[config.mk]
export PLATFORM = sky130hd
export DESIGN_NAME = cbmvm_cell
export DESIGN_NICKNAME = d
export VERILOG_FILES = /design/src/rtl/cbmvm_pkg.sv /design/src/rtl/cbmvm_cell.sv
export SDC_FILE = /design/constraint.sdc
export NUM_CORES = 2
export LEC_CHECK = 0
export BUFFER_PORTS_ARGS = -buffer_cell sky130_fd_sc_hd__buf_2
export CAP_MARGIN = 20
export CELL_PAD_IN_SITES_DETAIL_PLACEMENT = 1
export CELL_PAD_IN_SITES_GLOBAL_PLACEMENT = 1
export CORE_MARGIN = 2
export CORE_UTILIZATION = 24
export CTS_BUF_LIST = sky130_fd_sc_hd__clkbuf_2
export CTS_CLUSTER_SIZE = 30
export DETAILED_ROUTE_END_ITERATION = 12
export PLACE_DENSITY_LB_ADDON = 0.05
export RECOVER_POWER = 25
export SLEW_MARGIN = 40
export SYNTH_ARGS = -nofsm -noshare
export SYNTH_HDL_FRONTEND = slang
export SYNTH_SLANG_ARGS = --single-unit
[constraint.sdc]
create_clock -name clk_i -period 7.7 [get_ports clk_i]
set_input_delay 0.77 -clock clk_i [delete_from_list [all_inputs] [get_ports clk_i]]
set_output_delay 0.77 -clock clk_i [all_outputs]
set_load 0.1 [all_outputs]
[src/rtl/cbmvm_pkg.sv]
`default_nettype none
package cbmvm_pkg;

  // Default geometry
  localparam int LANES_DEF = 8;
  localparam int ACC_W_DEF = 48;

  // Fixed field widths
  localparam int COEF_W       = 16;
  localparam int SMP_W        = 16;
  localparam int CAS_W        = 48;
  localparam int OUT_W        = 16;
  localparam int SHIFT_W      = 6;
  localparam int IDX_W        = 6;
  localparam int LANE_FIELD_W = 3;

  // Saturation limits of a 16-bit result part
  localparam int SAT_POS     = 32767;
  localparam int SAT_NEG_MAG = 32768;

  // Operation codes
  localparam logic OP_COEF = 1'b0;
  localparam logic OP_DATA = 1'b1;

  // Input request
  typedef struct packed {
    logic                     operation;
    logic [IDX_W-1:0]         coef_index;
    logic signed [COEF_W-1:0] coef_re;
    logic signed [COEF_W-1:0] coef_im;
    logic signed [SMP_W-1:0]  sample_re;
    logic signed [SMP_W-1:0]  sample_im;
    logic signed [CAS_W-1:0]  cascade_re;
    logic signed [CAS_W-1:0]  cascade_im;
  } cbmvm_in_t;

  // Lane result
  typedef struct packed {
    logic signed [OUT_W-1:0]  out_re;
    logic signed [OUT_W-1:0]  out_im;
    logic [LANE_FIELD_W-1:0]  lane;
    logic                     last;
  } cbmvm_out_t;

  // Control from the sequencer to every lane cell
  typedef struct packed {
    logic coef_wr;
    logic mul_en;
    logic acc_en;
    logic shift_en;
  } cbmvm_cell_ctrl_t;

endpackage
`default_nettype wire

[src/rtl/cbmvm_cell.sv]
`default_nettype none
module cbmvm_cell #(
  parameter int LANES     = cbmvm_pkg::LANES_DEF,
  parameter int ACC_WIDTH = cbmvm_pkg::ACC_W_DEF,
  parameter int LANE_IDX  = 0
) (
  input  logic                                 clk_i,
  input  logic                                 rst_ni,
  input  cbmvm_pkg::cbmvm_cell_ctrl_t          ctrl_i,
  input  logic [cbmvm_pkg::IDX_W-1:0]          coef_index_i,
  input  logic signed [cbmvm_pkg::COEF_W-1:0]  coef_re_i,
  input  logic signed [cbmvm_pkg::COEF_W-1:0]  coef_im_i,
  input  logic [$clog2(LANES)-1:0]             row_i,
  input  logic signed [cbmvm_pkg::SMP_W-1:0]   sample_re_i,
  input  logic signed [cbmvm_pkg::SMP_W-1:0]   sample_im_i,
  input  logic [$clog2(LANES)-1:0]             acc_row_i,
  input  logic [ACC_WIDTH-1:0]                 cas_re_i,
  input  logic [ACC_WIDTH-1:0]                 cas_im_i,
  input  logic [ACC_WIDTH-1:0]                 nbr_re_i,
  input  logic [ACC_WIDTH-1:0]                 nbr_im_i,
  output logic [ACC_WIDTH-1:0]                 acc_re_o,
  output logic [ACC_WIDTH-1:0]                 acc_im_o
);

  localparam int LW     = $clog2(LANES);
  localparam int NCOEF  = LANES * LANES;
  localparam int NIDX   = 2 ** cbmvm_pkg::IDX_W;
  localparam int PROD_W = 2 * cbmvm_pkg::COEF_W;

  logic [LANES-1:0] row_wr;

  // Slot decode: index wraps modulo the store size
  for (genvar k = 0; k < LANES; k++) begin : g_row
    logic [NIDX-1:0] match;
    for (genvar j = 0; j < NIDX; j++) begin : g_idx
      localparam int JM = j % NCOEF;
      assign match[j] = (JM == k * LANES + LANE_IDX) &&
                        (coef_index_i == cbmvm_pkg::IDX_W'(j));
    end
    assign row_wr[k] = ctrl_i.coef_wr && (|match);
  end

  // Coefficient column of this lane, one entry per sample index
  logic signed [cbmvm_pkg::COEF_W-1:0] cre_q [LANES];
  logic signed [cbmvm_pkg::COEF_W-1:0] cim_q [LANES];

  always_ff @(posedge clk_i) begin
    for (int k = 0; k < LANES; k++) begin
      if (row_wr[k]) begin
        cre_q[k] <= coef_re_i;
        cim_q[k] <= coef_im_i;
      end
    end
  end

  logic signed [cbmvm_pkg::COEF_W-1:0] cr, ci;
  assign cr = cre_q[row_i];
  assign ci = cim_q[row_i];

  // Partial products, registered
  logic signed [PROD_W-1:0] p_rr_q, p_ii_q, p_ri_q, p_ir_q;

  always_ff @(posedge clk_i) begin
    if (ctrl_i.mul_en) begin
      p_rr_q <= sample_re_i * cr;
      p_ii_q <= sample_im_i * ci;
      p_ri_q <= sample_re_i * ci;
      p_ir_q <= sample_im_i * cr;
    end
  end

  // Complex product folded to accumulator width
  logic signed [PROD_W:0] pr_full, pi_full;
  logic signed [63:0]     pr64, pi64;
  logic [ACC_WIDTH-1:0]   pr_acc, pi_acc;
  logic                   cas_sel;

  assign pr_full = (PROD_W+1)'(p_rr_q) - (PROD_W+1)'(p_ii_q);
  assign pi_full = (PROD_W+1)'(p_ri_q) + (PROD_W+1)'(p_ir_q);
  assign pr64    = 64'(pr_full);
  assign pi64    = 64'(pi_full);
  assign pr_acc  = pr64[ACC_WIDTH-1:0];
  assign pi_acc  = pi64[ACC_WIDTH-1:0];
  assign cas_sel = (acc_row_i == LW'(LANE_IDX));

  // Accumulator; during drain it takes the neighbour's value
  logic [ACC_WIDTH-1:0] acc_re_q, acc_im_q;

  always_ff @(posedge clk_i or negedge rst_ni) begin
    if (!rst_ni) begin
      acc_re_q <= '0;
      acc_im_q <= '0;
    end else if (ctrl_i.shift_en) begin
      acc_re_q <= nbr_re_i;
      acc_im_q <= nbr_im_i;
    end else if (ctrl_i.acc_en) begin
      acc_re_q <= acc_re_q + pr_acc + (cas_sel ? cas_re_i : '0);
      acc_im_q <= acc_im_q + pi_acc + (cas_sel ? cas_im_i : '0);
    end
  end

  assign acc_re_o = acc_re_q;
  assign acc_im_o = acc_im_q;

endmodule
`default_nettype wire

# ---- After elaboration in Yosys (flattened, before gate mapping)
# Memories as Yosys holds them, arrays and structs flattened.
# Index checks and enable logic that the tools add are counted.
# W data, S select, Z words.
dict set report word_totals {
  reg_bits 224
  mem_bits_rw 256
  out_inout_bits 96
  word_cells 114
  n_memories 2
}
dict set report op_classes {
  addsub 6
  n_mul 4
  n_eq_ne 7
  n_mux 64
  n_reduce_logical 25
}
# name words width rd rd_clocked_by_memory_dff wr line
set mem_list {}
lappend mem_list {cim_q 8 16 1 0 1 cbmvm_cell.sv:45} ;# logic signed [cbmvm_pkg::COEF_W-1:0] cim_q [LANES];
lappend mem_list {cre_q 8 16 1 0 1 cbmvm_cell.sv:44} ;# logic signed [cbmvm_pkg::COEF_W-1:0] cre_q [LANES];
# op n
set ops {}
lappend ops {{$mux W48} 6}
lappend ops {{$mux W16} 14}
lappend ops {{$reduce_or A16 Y1} 14}
lappend ops {{$add A48 B48 Y48} 4}
lappend ops {{$mul A16 B16 Y32} 4}
lappend ops {{$mux W3} 14}
lappend ops {{$add A32 B32 Y33} 1}
lappend ops {{$sub A32 B32 Y33} 1}
lappend ops {{$mux W1} 30}
lappend ops {{$eq A6 B6 Y1 const B} 4}
lappend ops {{$eq A6 B5 Y1 const B} 2}
lappend ops {{$logic_and A1 B1 Y1} 8}
lappend ops {{$eq A6 B4 Y1 const B} 1}
lappend ops {{$logic_not A6 Y1} 1}
lappend ops {{$logic_not A3 Y1} 1}
lappend ops {{$reduce_bool A2 Y1} 1}

# ---- Logic depth before layout (Yosys ltp)
dict set report depth {
  depth_word 12
  ltp_mapped 30
  ltp_nobuf 28
}

# ---- Worst setup path before layout
# OpenSTA, ideal clock, no wires.
dict set report synth_path {
  path_kind {input-to-reg}
  startpoint {input port row_i[0]}
  endpoint {register p_ir_q[31] (data pin)}
  setup_ns 0.260
  t_arrival_ns 8.368
  setup_slack_ns -0.928
  path_stages 28
  path_cell_list {clkbuf_1 buf_1 mux4_2 mux2_2 clkbuf_1 nand2_1 inv_1 fa_1 fa_1 fa_1 fa_1 fa_1 inv_1 fa_1 inv_1 ha_1 clkbuf_1 a21o_1 nand3_1 and2_1 inv_1 a21oi_1 a31oi_1 a41o_1 or4_1 a31o_2 a21oi_1 xnor2_1}
}
dict set report synth_via {
  elab_chain_len 2
}
# item line
set synth_rtl {}
lappend synth_rtl {{start, declared} cbmvm_cell.sv:13} ;# input logic [$clog2(LANES)-1:0] row_i,
lappend synth_rtl {{$mem_v2 Z8 W16} n/a}
lappend synth_rtl {{$mul A16 B16 Y32} cbmvm_cell.sv:68} ;# p_ir_q <= sample_im_i * cr;
lappend synth_rtl {{end signal, assigned} cbmvm_cell.sv:68}
lappend synth_rtl {{end, declared} cbmvm_cell.sv:61} ;# logic signed [PROD_W-1:0] p_rr_q, p_ii_q, p_ri_q, p_ir_q;
# Every way passes these cells.
# A chain may end at the register's enable or synchronous reset.

# ---- Final worst setup path
dict set report layout_path {
  startpoint {memory cre_q[7][3] (netlist name)}
  endpoint {register p_ir_q[31] (data pin)}
}
dict set report layout_via {
  elab_chain_len 2
}
# item line
set layout_rtl {}
lappend layout_rtl {{start, declared} cbmvm_cell.sv:44}
lappend layout_rtl {{$mem_v2 Z8 W16} n/a}
lappend layout_rtl {{$mul A16 B16 Y32} cbmvm_cell.sv:68}
# Every way passes these cells.

==> impl_metrics.env <==
export IMPL_setup_worst_path_class="flop to flop"
export IMPL_setup_tns_ps=0
export IMPL_fin_crit_ps=7422
export IMPL_cp_required_ps=8920
export IMPL_vias=51410
export IMPL_slew_viol_final=65
export IMPL_slew_limit_headroom=-0.9755
export IMPL_htreeDepth=4
export IMPL_worst_slack_ps=278.1
export IMPL_clock_sinks=480
export IMPL_viasPerCell=4.264
export IMPL_crit_chain="mux4_2 > mux2_2 > buf_12 > nand2_1 > fa_1 > fa_1 > fa_1 > fa_1 > inv_1 > fa_1 > fa_1 > ha_1 > a211oi_1 > buf_4 > o22ai_1 > o21a_1 > a21oi_1 > a31oi_1 > a41o_1 > or4_1 > a31o_2 > a21oi_2 > xnor2_1"
export IMPL_crit_fanout=10
export IMPL_fmax_ghz=0.1347
export IMPL_core_mm2=0.2823
export IMPL_synth_warnings=0
export IMPL_path_clk_slew_ps=110
export IMPL_crit_slowest_cell="fa_1"
export IMPL_die_width_um=536.9
export IMPL_synth_cell_types=84
export IMPL_critPathLaunchType="flop"
export IMPL_num_rows=195
export IMPL_failed_checks="max-capacitance violations, max-slew violations"
export IMPL_first_iter_violations=1584
export IMPL_ant_nets=0
export IMPL_grt_start_max_net_pins=129
export IMPL_dr_pass1_iters=5
export IMPL_synth_edf_count=384
export IMPL_path_buf_inv=3
export IMPL_dp_hpwl_um=198900
export IMPL_syn_area_per_cell_um2=9.912
export IMPL_hold_viol_final=0
export IMPL_grt_pass1_vias=59520
export IMPL_grt_usage=0.1691
export IMPL_postSynthNetCount=8781
export IMPL_reg2reg_slack_ps=280
export IMPL_post_route_cells_drive_above_1_share=0.1675
export IMPL_worst_hold_path_type="input pin to flop"
export IMPL_status="complete, but fails checks"
export IMPL_clockBufferDepth=4
export IMPL_max_stage_delay_ps=620
export IMPL_dieArea_mm2=0.2883
export IMPL_gp_congestion=0.7983
export IMPL_netlist_top_cells_area="fa_1 (34%), edfxtp_1 (17%), ha_1 (8.9%)"
export IMPL_hold_slack_ps=193.5
export IMPL_path_common_cell="fa_1"
export IMPL_yosys_area_top_type="fa_1"
export IMPL_async_flop_share=0.2000
export IMPL_synth_seq_area_share=0.2044
export IMPL_wire_per_inst_um=19.94
export IMPL_ys_ff_latch=480
export IMPL_synth_cells=6877
export IMPL_post_cts_buffers=0
export IMPL_cp_arrival_ps=8640
export IMPL_finalNetCount=10100
export IMPL_numCtsBuffers=156
export IMPL_ys_flop_type="edfxtp_1"
export IMPL_io_pins=370
export IMPL_rsz0062_at_grt="true"
export IMPL_finalCritPeriodShare=0.9639
export IMPL_clockRootBuffer="clkbuf_2"
export IMPL_cpLargestDelayFamily="adder cells"
export IMPL_cts_tree="done"
export IMPL_cap_viol_max_count=2
export IMPL_grt_antenna_before_repair=41
export IMPL_grt_pass1_wl_um=370500
export IMPL_wl_um=240400
export IMPL_synth_most_common_cell="inv_1"
export IMPL_grt_ovfl_total=0
export IMPL_fin_util=0.3017
export IMPL_initial_core_util=0.2415
export IMPL_drc=0
export IMPL_tightest_slew_ps=2963
export IMPL_yosys_top_cells_count="inv_1 (1,506), fa_1 (1,146), nand2_1 (701)"
export IMPL_fp_dieH_um=536.9
export IMPL_clk_latency_ps=1500
export IMPL_synth_area_mm2=0.06816
export IMPL_n_fill_cell=32300
export IMPL_finalSetupViolCount=0
export IMPL_syn2layout_area_growth_pct=24.93
export IMPL_cp_end_kind="flop"
export IMPL_clock_skew_final_ps=135.8
export IMPL_io_buffers=369
export IMPL_synth_top_cell_area_share=0.3366
export IMPL_pre_cts_slack_ps=-735.5
final timing paths:
check	end	cells after the start	startpoint
hold reg to reg	acc_im_o[43]	2	acc_im_o[43]
min in group asynchronous	acc_re_o[4]	4	rst_ni
hold / removal	acc_im_o[43]	4	ctrl_i[1]
setup / recovery	p_ir_q[31]	23	cre_q[7][3]
max in group asynchronous	acc_im_o[23]	4	rst_ni
setup reg to reg	p_ir_q[31]	23	cre_q[7][3]
registers in the layout (all words and copies together) (netlist names):
register / flops
p_ri_q: 32
p_ii_q: 32
p_ir_q: 32
p_rr_q: 32
cim_q: 128
cre_q: 128
acc_im_o: 48
acc_re_o: 48
worst reg2reg max path, cell delays in order (launching register included):
cell	delay, ps
edfxtp_1	370
mux4_2	470
mux2_2	370
buf_12	180
nand2_1	80
fa_1	450
fa_1	570
fa_1	460
fa_1	620
inv_1	70
fa_1	500
fa_1	420
ha_1	300
a211oi_1	210
buf_4	160
o22ai_1	90
o21a_1	180
a21oi_1	230
a31oi_1	190
a41o_1	310
or4_1	450
a31o_2	270
a21oi_2	140
xnor2_1	70
cell usage in the layout, fill, tap and decap left out, drive strengths merged, types with 22 or more instances in the layout:
cell type | Yosys | layout
a21o | 126 | 126
mux2 | 22 | 22
nor3 | 44 | 44
a211oi | 38 | 38
dlygate4sd3 | 0 | 440
buf | 16 | 979
and2 | 181 | 181
nand2 | 701 | 701
or2 | 26 | 26
nand2b | 106 | 106
mux4 | 64 | 64
clkinv | 1 | 44
a21oi | 250 | 250
ha | 484 | 484
a31oi | 29 | 29
nor2 | 190 | 190
nor2b | 355 | 355
inv | 1506 | 1510
o21bai | 39 | 39
nand4 | 24 | 24
xnor2 | 183 | 183
mux2i | 64 | 64
o21a | 33 | 33
dfrtp | 96 | 96
clkbuf | 256 | 230
nand3 | 40 | 40
edfxtp | 384 | 384
fa | 1146 | 1146
o21ai | 208 | 208
xor2 | 93 | 93
what timing repair did:
action | 4_1_cts | 5_1_grt
hold endpoints to repair | 767 | 0
hold buffers | 441 | 0
gates resized for setup | 0 | 25
setup endpoints to repair | 0 | 23
per-layer routing:
metal / share of wire / wire length, um / track usage
met2: 0.49 / 117400 / 0.2967
met1: 0.47 / 113100 / 0.2270
met4: 0.013 / 3106 / 0.02647
met5: 0.00077 / 185 / 0
met3: 0.027 / 6572 / 0.01794
cell type report:
cell class	count	area (um^2)	share of cell area
multi-input combinational	4618	47920	0.5627
clock inverter	51	277.8	0.003262
sequential	480	13930	0.1636
tap	3743	4683	0.05500
antenna	9	22.52	0.0002645
clock buffer	213	1066	0.01252
inverter	1507	5657	0.06643
timing repair buffer	1436	11600	0.1362
cells by family (layout without fill, tap and decap cells):
kind of cell,count (synthesis),after routing,share of synthesized area
buffers and inverters,1779,3207,0.09800
AND/OR/NAND/NOR,1724,1724,0.1247
adder cells (fa/ha/maj),1630,1630,0.4254
AO/OA/AOI/OAI,838,838,0.07778
flip-flops,480,480,0.2044
XOR/XNOR,276,276,0.03546
multiplexers,150,150,0.03418
other,0,9,0
per-stage QoR:
step | cells | instance area (um^2)
after floorplan | 6877 | 68310
after global placement | 11340 | 79280
after detailed placement | 11340 | 79290
after CTS | 12050 | 85070
after global routing | 12050 | 85140
final | 12060 | 85150
Power is left out: the tool's default activity adds up to more than one toggle a clock period on the data nets, which glitch-free logic cannot reach.
