--- src/rtl/cbmvm_pkg.sv ---
`default_nettype none
package cbmvm_pkg;

  // Default geometry
  localparam int LANES_DEF = 8;
  localparam int ACC_W_DEF = 48;

  // Fixed field widths
  localparam int COEF_W       = 16;
  localparam int SMP_W        = 16;
  localparam int CAS_W        = 48;
  localparam int OUT_W        = 16;
  localparam int SHIFT_W      = 6;
  localparam int IDX_W        = 6;
  localparam int LANE_FIELD_W = 3;

  // Saturation limits of a 16-bit result part
  localparam int SAT_POS     = 32767;
  localparam int SAT_NEG_MAG = 32768;

  // Operation codes
  localparam logic OP_COEF = 1'b0;
  localparam logic OP_DATA = 1'b1;

  // Input request
  typedef struct packed {
    logic                     operation;
    logic [IDX_W-1:0]         coef_index;
    logic signed [COEF_W-1:0] coef_re;
    logic signed [COEF_W-1:0] coef_im;
    logic signed [SMP_W-1:0]  sample_re;
    logic signed [SMP_W-1:0]  sample_im;
    logic signed [CAS_W-1:0]  cascade_re;
    logic signed [CAS_W-1:0]  cascade_im;
  } cbmvm_in_t;

  // Lane result
  typedef struct packed {
    logic signed [OUT_W-1:0]  out_re;
    logic signed [OUT_W-1:0]  out_im;
    logic [LANE_FIELD_W-1:0]  lane;
    logic                     last;
  } cbmvm_out_t;

  // Control from the sequencer to every lane cell
  typedef struct packed {
    logic coef_wr;
    logic mul_en;
    logic acc_en;
    logic shift_en;
  } cbmvm_cell_ctrl_t;

endpackage
`default_nettype wire

--- src/rtl/cbmvm_finish.sv ---
`default_nettype none
module cbmvm_finish #(
  parameter int ACC_WIDTH = cbmvm_pkg::ACC_W_DEF
) (
  input  logic                                clk_i,
  input  logic                                rst_ni,
  input  logic                                in_v_i,
  input  logic [ACC_WIDTH-1:0]                acc_re_i,
  input  logic [ACC_WIDTH-1:0]                acc_im_i,
  input  logic [cbmvm_pkg::LANE_FIELD_W-1:0]  lane_i,
  input  logic                                last_i,
  input  logic [cbmvm_pkg::SHIFT_W-1:0]       shift_i,
  output logic                                ready_o,
  output logic                                out_valid_o,
  input  logic                                out_stall_i,
  output cbmvm_pkg::cbmvm_out_t               out_data_o
);

  localparam int SW = ACC_WIDTH + 1;
  localparam int OW = cbmvm_pkg::OUT_W;

  logic en;
  assign en      = !out_valid_o || !out_stall_i;
  assign ready_o = en;

  logic [ACC_WIDTH-1:0] acc_in [2];
  assign acc_in[0] = acc_re_i;
  assign acc_in[1] = acc_im_i;

  // Stage A: sign and magnitude
  logic                 a_v_q;
  logic [ACC_WIDTH-1:0] a_mag_q [2];
  logic                 a_neg_q [2];
  logic [cbmvm_pkg::LANE_FIELD_W-1:0] a_lane_q, b_lane_q;
  logic                 a_last_q, b_last_q;

  // Stage B: rounding term added
  logic                 b_v_q;
  logic [SW-1:0]        b_sum_q [2];
  logic                 b_neg_q [2];

  logic [SW-1:0]        rnd;
  assign rnd = (shift_i == '0) ? '0 :
               (SW'(1) << (shift_i - cbmvm_pkg::SHIFT_W'(1)));

  // Stage C: shift and saturate
  logic [SW-1:0]        shifted [2];
  logic [SW-1:0]        negated [2];
  logic [OW-1:0]        res     [2];

  always_comb begin
    for (int p = 0; p < 2; p++) begin
      shifted[p] = b_sum_q[p] >> shift_i;
      negated[p] = '0 - shifted[p];
      if (b_neg_q[p]) begin
        res[p] = (shifted[p] > SW'(cbmvm_pkg::SAT_NEG_MAG)) ?
                 OW'(-cbmvm_pkg::SAT_NEG_MAG) : negated[p][OW-1:0];
      end else begin
        res[p] = (shifted[p] > SW'(cbmvm_pkg::SAT_POS)) ?
                 OW'(cbmvm_pkg::SAT_POS) : shifted[p][OW-1:0];
      end
    end
  end

  // Valid bits
  always_ff @(posedge clk_i or negedge rst_ni) begin
    if (!rst_ni) begin
      a_v_q       <= 1'b0;
      b_v_q       <= 1'b0;
      out_valid_o <= 1'b0;
    end else if (en) begin
      a_v_q       <= in_v_i;
      b_v_q       <= a_v_q;
      out_valid_o <= b_v_q;
    end
  end

  // Payload
  always_ff @(posedge clk_i) begin
    if (en) begin
      for (int p = 0; p < 2; p++) begin
        a_neg_q[p] <= acc_in[p][ACC_WIDTH-1];
        a_mag_q[p] <= acc_in[p][ACC_WIDTH-1] ? ('0 - acc_in[p]) : acc_in[p];
        b_neg_q[p] <= a_neg_q[p];
        b_sum_q[p] <= SW'(a_mag_q[p]) + rnd;
      end
      a_lane_q          <= lane_i;
      a_last_q          <= last_i;
      b_lane_q          <= a_lane_q;
      b_last_q          <= a_last_q;
      out_data_o.out_re <= res[0];
      out_data_o.out_im <= res[1];
      out_data_o.lane   <= b_lane_q;
      out_data_o.last   <= b_last_q;
    end
  end

endmodule
`default_nettype wire

--- config.mk ---
export PLATFORM = sky130hd
export DESIGN_NAME = cbmvm_finish
export DESIGN_NICKNAME = d
export VERILOG_FILES = /design/src/rtl/cbmvm_pkg.sv /design/src/rtl/cbmvm_finish.sv
export SDC_FILE = /design/constraint.sdc
export NUM_CORES = 1
export LEC_CHECK = 0
export BUFFER_PORTS_ARGS = -buffer_cell sky130_fd_sc_hd__buf_4
export CAP_MARGIN = 30
export CORE_MARGIN = 2
export CORE_UTILIZATION = 40
export DETAILED_ROUTE_END_ITERATION = 6
export SKIP_LAST_GASP = 1
export SLEW_MARGIN = 20
export SYNTH_ARGS = -nofsm -noshare
export SYNTH_HDL_FRONTEND = slang
export SYNTH_SLANG_ARGS = --single-unit
--- constraint.sdc ---
create_clock -name clk_i -period 12.9 [get_ports clk_i]
set_input_delay 2.58 -clock clk_i [delete_from_list [all_inputs] [get_ports clk_i]]
set_output_delay 2.58 -clock clk_i [all_outputs]
set_load 0.02 [all_outputs]
# After elaboration in Yosys (flattened, before gate mapping)
# Memories as Yosys holds them, arrays and structs flattened.
# Cells that the tools add are included.
totals:
  register_bits: 47
  ram_bits: 198
  input_bits: 110
  out_inout_bits: 38
  elab_cells: 44
  n_memories: 4
op_classes:
  n_addsub: 7
  n_lt_le_gt_ge: 4
  shift: 3
  mux: 11
  reduce_logical: 4
mem_list:
  columns: ["name", "depth", "width", "rd", "rd_clocked_by_memory_dff", "write_ports", "line_no", "rtl"]
  rows:
  - ["b_sum_q", 2, 49, 2, 0, 2, "cbmvm_finish.sv:39", "logic [SW-1:0] b_sum_q [2];"]
  - ["a_mag_q", 2, 48, 2, 0, 2, "cbmvm_finish.sv:32", "logic [ACC_WIDTH-1:0] a_mag_q [2];"]
  - ["a_neg_q", 2, 1, 2, 0, 2, "cbmvm_finish.sv:33", "logic a_neg_q [2];"]
  - ["b_neg_q", 2, 1, 2, 0, 2, "cbmvm_finish.sv:40", "logic b_neg_q [2];"]
op_table:
  columns: ["operator", "n"]
  rows:
  - ["adder 48 x 49 -> 49 bit", 2]
  - ["> comparator 49 x 15 -> 1 bit, second input constant", 2]
  - ["> comparator 49 x 16 -> 1 bit, second input constant", 2]
  - [">> shifter 49 x 6 -> 49 bit", 2]
  - ["2-to-1 mux 16 bit", 6]
  - ["2-to-1 mux 48 bit", 2]
  - ["subtractor 1 x 48 -> 48 bit, first input constant", 2]
  - ["2-to-1 mux 49 bit", 1]
  - ["<< shifter 1 x 6 -> 49 bit, first input constant", 1]
  - ["subtractor 1 x 16 -> 16 bit, first input constant", 2]
  - ["logical NOT 6 bit", 1]
  - ["subtractor 6 x 1 -> 6 bit, second input constant", 1]
  - ["logical NOT 1 bit", 2]
  - ["2-to-1 mux 1 bit", 2]
  - ["logical OR 1 bit", 1]

# Longest topological paths before layout
# Gate-level depths: netlist (run 1).
logic_depth:
  word_depth: 4
  ltp_mapped: 23

# Worst setup path after synthesis (run 1)
# No wires, ideal clock.
synth_timing:
  path_type: "input -> output"
  from: "input port out_stall_i"
  to: "output port ready_o"
  t_arrival_ns: 7.847
  t_required_ns: 10.320
  slack_ns: 2.473
  cell_stages: 1
  n_path_buf: 0
  path_cell_list: "nand2_1"
synth_via:
  elab_chain_len: 2
synth_rtl:
  columns: ["element", "line_no", "rtl"]
  rows:
  - ["from (decl)", "cbmvm_finish.sv:15", "input logic out_stall_i,"]
  - ["logical NOT 1 bit", "cbmvm_finish.sv:23", "assign en = !out_valid_o || !out_stall_i;"]
  - ["logical OR 1 bit", "cbmvm_finish.sv:23", null]
  - ["to (decl)", "cbmvm_finish.sv:13", "output logic ready_o,"]
# Every way passes these cells.

==> results of run 1 <==
metrics by stage:
stage                     hold slack (ps)    util  setup slack [ps]
after global placement              401.8  0.4286              4609
after floorplan                     400.3       -              2473
final                               416.9  0.4445              5344
after detailed placement            404.5  0.4286              4468
after CTS                           418.7  0.4441              5068
after global routing                424.9  0.4445              5095
flip-flops by register name (all words and copies together), names as in the netlist, 2 cells and up:
signal,flops
out_data_o,36
a_lane_q,3
a_neg_q,2
b_sum_q,98
a_mag_q,96
b_lane_q,3
b_neg_q,2
how the worst max path moves through the flow:
stage / to / from / depth (start not counted)
after floorplan: ready_o / out_stall_i / 1
after global placement: out_data_o[9] / shift_i[0] / 14
after detailed placement: out_data_o[11] / shift_i[0] / 14
after CTS: out_data_o[9] / shift_i[0] / 14
after global routing: b_sum_q[0][93] / shift_i[3] / 16
final: b_sum_q[0][93] / shift_i[3] / 16
area by class of cell:
cell class / instances / area, um^2 / area share
Clock buffer: 35 / 747.0 / 0.02784
Clock inverter: 15 / 186.4 / 0.006948
Inverter: 38 / 142.6 / 0.005316
Multi-Input combinational cell: 1994 / 16060 / 0.5985
Sequential cell: 245 / 7342 / 0.2736
Tap cell: 782 / 978.4 / 0.03647
Timing Repair Buffer: 180 / 1375 / 0.05125
critical path: stages:
cell and delay, ps:
buf_4 620, buf_4 620, nand2_1 100, buf_4 270, nor3_1 260, ha_1 350, and3_1 230, and3_1 180
a221oi_1 380, o21ai_1 160, a2111oi_1 680, o211ai_2 230, a31oi_1 360, o21ai_1 190, or4_1 420, and3_1 170
synthesized netlist by cell type, types with 46 or more instances:
library cell | count | area, um^2
clkbuf_1 | 81 | 304.0
o21ai_0 | 92 | 460.4
mux2_2 | 46 | 518.0
edfxtp_1 | 242 | 7267
a21o_1 | 90 | 675.7
nor2_1 | 140 | 525.5
nand3_1 | 50 | 250.2
a21oi_1 | 137 | 685.7
nor3_1 | 53 | 265.3
xnor2_1 | 150 | 1314
nand2_1 | 188 | 705.7
mux4_2 | 118 | 2658
mux2i_1 | 120 | 1201
ha_1 | 90 | 1126
kinds of logic after synthesis:
logic type	Yosys count	share of synthesized area
AND/OR/NAND/NOR	701	0.1484
AO/OA/AOI/OAI	714	0.2062
flip-flops	245	0.3001
buffers and inverters	207	0.04455
multiplexers	302	0.1878
adder cells (fa/ha/maj)	91	0.04644
XOR/XNOR	186	0.06659
power groups by stage:
stage          combinational [mW]  sequential (mW)  clock, mW
4_1_cts                      1.26             1.33      0.833
3_3_place_gp                 1.25             1.34          0
6_report                     1.29             1.34      0.817
2_1_floorplan               0.866             1.29          0
5_1_grt                      1.37             1.35      0.865
3_5_place_dp                 1.25             1.34          0
routing by layer:
layer,vias up,wire length (um),share of wire,global-route usage
met5,-,13,0.00015,0
met4,2,3888,0.044,0.1083
met3,201,7539,0.085,0.03510
met2,1158,40200,0.45,0.4370
met1,10530,37390,0.42,0.3819
li1,9727,-,-,-
==> run metrics, run 1 <==
share of cells above drive strength 1 0.1787; row cnt 90; Clock Power Share 0.237; hold buffers post-CTS 0; Core Region around 0.060 mm^2; fmax between 0.1 and 0.15 GHz; leakage just over 10 nW; Layout area overhead 9.671%; post-cts sizing count 0; Worst setup SP type primary input; pwr/cell area 128.2 mW/mm^2; pin count of the biggest net entering global routing roughly 110; n_diodes 0; Placement Cell Area around 0.026 mm^2; FF-to-FF End out_data_o[22]; Post-Route WL between 80000 and 90000 um; fillers between 5000 and 6000; Layout Cells excl Fill between 3000 and 4000; Total Power 3.441 mW; die area roughly 0.063 mm^2; worst path arrival time around 8000 ps; outcome completed; reg2reg start b_sum_q[0][41]; most frequent cells in the layout edfxtp_1, nand2_1, buf_4; Synthesis Warnings 0; vias in the first global route about 21000; # port buffers roughly 150; Die H approximately 250 um; grt ovf 0; initial antenna violation count 2; Clock Skew 28.33 ps; clock slew at reported path FFs ~60 ps; unrepaired setup endpoints after global routing no; via count ~22000; Hold Path End out_data_o[0]; Tot GR Track Use 0.2752; Detail Placement HPWL approximately 68000 um; Seq pwr share 0.388; kind of critical path in -> reg; first-pass GRT wire length ~130000 um; Routed Antenna Nets 0; worst-path maximum fanout 60; Clock Tree Root clkbuf_16; DRT iter0 DRCs 2451; Net Sw Frac 0.3801; Post-Syn Area 0.02446 mm^2; CTS tree built; Die Wd approximately 250 um; CTS buffer count 28; Yosys reg bits around 250; Seq/Total Area, Yosys 0.3001; setup violation total in the final timing report 0; clk sink count 245; maximum VDD drop between 0.09 and 0.1 mV; flop2flop setup slack between 8000 and 9000 ps; placer congestion estimate ~0.99; worst hold path startpoint b_last_q; max-cap violations 0; I/O pins roughly 150; Final min period between 7000 and 8000 ps; cell count after synthesis 2446; WL per Instance 27.07 um; CTS H-tree depth 1; Primary FF master, synth edfxtp_1; Hold Fails Final Rpt 0; period utilization 0.5857; Worst Hold Depth 0; Final Cell Area 0.02683 mm^2; synth unique cells 110; Setup Fix Bufs, Post-CTS 0; Via density between 6 and 7; commonest non-fill, non-tap cell in the layout edfxtp_1; relative slew slack 0.3232; Max Transition Viols Final 0; Post-route DRC 0; Pre-antenna DRT Iters 6; syn_area_per_cell 10.00 um^2; Placed Cells between 3000 and 4000; Final nets 2687; internal power around 2.1 mW; Post-Syn Nets around 2600; Post-synth EDFFs roughly 240; R2R cell count 10; CTS max path bufs 3; Final TNS setup 0 ps; Synth async-reset ratio 0.01224; crit end category register; Starting Density 0.4053; clock latency on the worst-skew pair roughly 600 ps; Psw 1.308 mW; CP required 13240 ps; HP Class reg -> reg; Logic pwr share 0.374; slew at the pin closest to its max-slew limit 1015 ps
Power figures use the tool's default switching activity.
==> run 2, diff against run 1 <==
--- a/config.mk
+++ b/config.mk
@@ -5,6 +5,7 @@
 export SDC_FILE = /design/constraint.sdc
 export NUM_CORES = 1
 export LEC_CHECK = 0
+export ABC_AREA = 1
 export BUFFER_PORTS_ARGS = -buffer_cell sky130_fd_sc_hd__buf_4
 export CAP_MARGIN = 30
 export CORE_MARGIN = 2
==> constraint.sdc (replaced) <==
create_clock -name clk_i -period 7.75 [get_ports clk_i]
set_input_delay 1.55 -clock clk_i [delete_from_list [all_inputs] [get_ports clk_i]]
set_output_delay 1.55 -clock clk_i [all_outputs]
set_load 0.02 [all_outputs]
==> run 2 against run 1 <==
  * Setup slack lost 3000 ps
  * First-iteration DRC count is 4.8% higher
  * Clock-buffer cell count is 2 lower
  * Cell count grew 48%
  * Critical path depth up 6
  * Clock skew fell by 3.9 ps
  * Critical endpoint is now b_sum_q[0][47]
==> run metrics, run 2 <==
outcome completed; via count between 20000 and 30000; Pre-antenna DRT Iters 5; Placement Cell Area 0.02694 mm^2; CTS buffer count 30; Min Hold Slack roughly 410 ps; Final min period between 5000 and 6000 ps; CTS max path bufs 3; Synthesis Warnings 0; initial antenna violation count 1; Top reg by flops b_sum_q; slew at the pin closest to its max-slew limit about 950 ps; Synth async-reset ratio 0.01224; worst-path maximum fanout 57; Clock Tree Root clkbuf_16; hold buffers post-CTS 0; Setup Fix Bufs, Post-CTS 0; Layout area overhead 10.72%; post-cts sizing count 0; R2R cell count 18; Routed Antenna Nets 0; Seq/Total Area, Yosys 0.2903; pwr/cell area approximately 190 mW/mm^2; WL per Instance between 15 and 20 um; fmax around 0.18 GHz; max reg flops 98; leakage around 13 nW; Post-route DRC 0; Worst Hold Depth 0; row cnt a little over 90; Top Registers b_sum_q (98), a_mag_q (96), out_data_o (36); period utilization 0.6986; maximum VDD drop 0.1730 mV; Post-Syn Nets around 4100; CP required between 8000 and 9000 ps; CTS H-tree depth 1; Post-synth EDFFs 242; share of cells above drive strength 1 0.08637; DRT iter0 DRCs 2568; kind of critical path in -> reg; Finished Core Util 0.4463; Post-Route WL 89010 um; Clock Skew approximately 24 ps; Post-Syn Area between 0.02 and 0.03 mm^2; Final TNS setup 0 ps; Max Transition Viols Final 0; HP Class reg -> reg; relative slew slack 0.3657; first-pass GRT wire length approximately 140000 um; unrepaired setup endpoints after global routing no; CTS tree built; max-cap violations 0; # port buffers approximately 150; most frequent cells in the layout nand2_1, nand3_1, inv_1, nor2_1, edfxtp_1; die area 0.06525 mm^2; pin count of the biggest net entering global routing 87; Yosys reg bits roughly 250; cell count after synthesis ~4000; post-synth top area share 0.2874; slack of the critical path 2336 ps; clock slew at reported path FFs roughly 60 ps; Hold Fails Final Rpt 0; FF/Latch Area around 0.0073 mm^2; top post-synthesis cells by area edfxtp_1, nand2_1, nand3_1; setup violation total in the final timing report 0; n_diodes 0; vias in the first global route between 20000 and 25000; Detail Placement HPWL 72470 um; Via density ~5.4; fillers a little under 7000; Primary FF master, synth edfxtp_1; Tot GR Track Use 0.2665; post-synth top area cell edfxtp_1; Starting Density 0.4031; multi-input logic area approximately 0.016 mm^2; Post-synth top cells nand2_1, nand3_1, nor2_1, inv_1, edfxtp_1; worst path arrival time ~5800 ps; syn_area_per_cell 6.431 um^2; Final nets approximately 4200; grt ovf 0; clock latency on the worst-skew pair 610 ps; Die H around 260 um; Worst setup SP type primary input; commonest non-fill, non-tap cell in the layout nand2_1; top-count cell post-synth nand2_1; Final Cell Area about 0.028 mm^2; clk sink count between 200 and 250; Core Region ~0.063 mm^2; synth unique cells 60; placer congestion estimate between 0.9 and 1; Die Wd between 200 and 300 um; worst setup slack after placement ~1900 ps; crit end category register; flop2flop setup slack between 4000 and 5000 ps; I/O pins between 100 and 150
## run 2: cell types whose count changed after synthesis, moves of 33 or more
| cell | change |
|---|---|
| clkbuf_1 | -58 |
| xor2_1 | +82 |
| inv_1 | +402 |
| a22oi_1 | -37 |
| a21o_1 | -87 |
| xnor2_1 | -111 |
| mux2_2 | -45 |
| and3_1 | -33 |
| nand2_1 | +882 |
| o31ai_1 | -34 |
| mux4_2 | -118 |
| nand3_1 | +720 |
| nor2_1 | +300 |
| mux2i_1 | -120 |
## run 2: area by class of cell
cell class	instances	share of cell area
multi-input cells	3087	0.5537
well taps	846	0.03781
clock inverters	23	0.009697
repair buffers	167	0.04478
flip-flops and latches	245	0.2622
clock buffers	33	0.02797
inverters	474	0.06381
## run 2: routing by layer
metal / share of wire / GRT usage / wire length, um
met1: 0.46 / 0.3875 / 40720
met2: 0.43 / 0.4107 / 38420
met3: 0.073 / 0.02728 / 6467
met4: 0.038 / 0.09052 / 3406
met5: 0 / 0 / 0
## run 2: path summary, 6_finish.rpt
kind / start / to
min in group asynchronous: rst_ni / out_valid_o
min: b_last_q / out_data_o[0]
max reg2reg: b_sum_q[0][91] / out_data_o[14]
max in group asynchronous: rst_ni / b_v_q
max: shift_i[2] / b_sum_q[0][47]
min reg2reg: b_last_q / out_data_o[0]
## run 2: report_power, final
group	total (mW)	internal (mW)	switching (mW)
sequential	2.01	1.83	0.177
combinational	1.77	0.539	1.23
clock	1.50	0.877	0.620
total	5.27	3.25	2.03
## run 2: kinds of logic after synthesis
group / Yosys count / share of synthesized area
XOR/XNOR: 157 / 0.05438
adder cells (fa/ha/maj): 90 / 0.04453
AND/OR/NAND/NOR: 2495 / 0.4352
flip-flops: 245 / 0.2903
multiplexers: 1 / 0.0004453
buffers and inverters: 600 / 0.09762
AO/OA/AOI/OAI: 344 / 0.07753
## run 2: stage by stage
| stage | power (mW) | cells |
|---|---|---|
| after floorplan | 3.199 | 3932 |
| after global placement | 3.771 | 4818 |
| after detailed placement | 3.772 | 4819 |
| after CTS | 5.283 | 4875 |
| after global routing | 5.594 | 4875 |
| final | 5.271 | 4875 |
## run 2: critical path, stage by stage
cell and delay (ps):
buf_4 520, nor2_1 160, nand2_1 210, inv_1 100, nand2_1 150, nand2_4 130
inv_1 150, nand2_1 180, nor3_1 690, ha_1 420, nand2_1 130, inv_1 50
a21oi_1 240, inv_1 70, a21oi_1 260, inv_1 80, a21oi_1 240, nor3_1 90
nor2_1 130, nand2_1 70, nand2_1 50, nand2_1 40
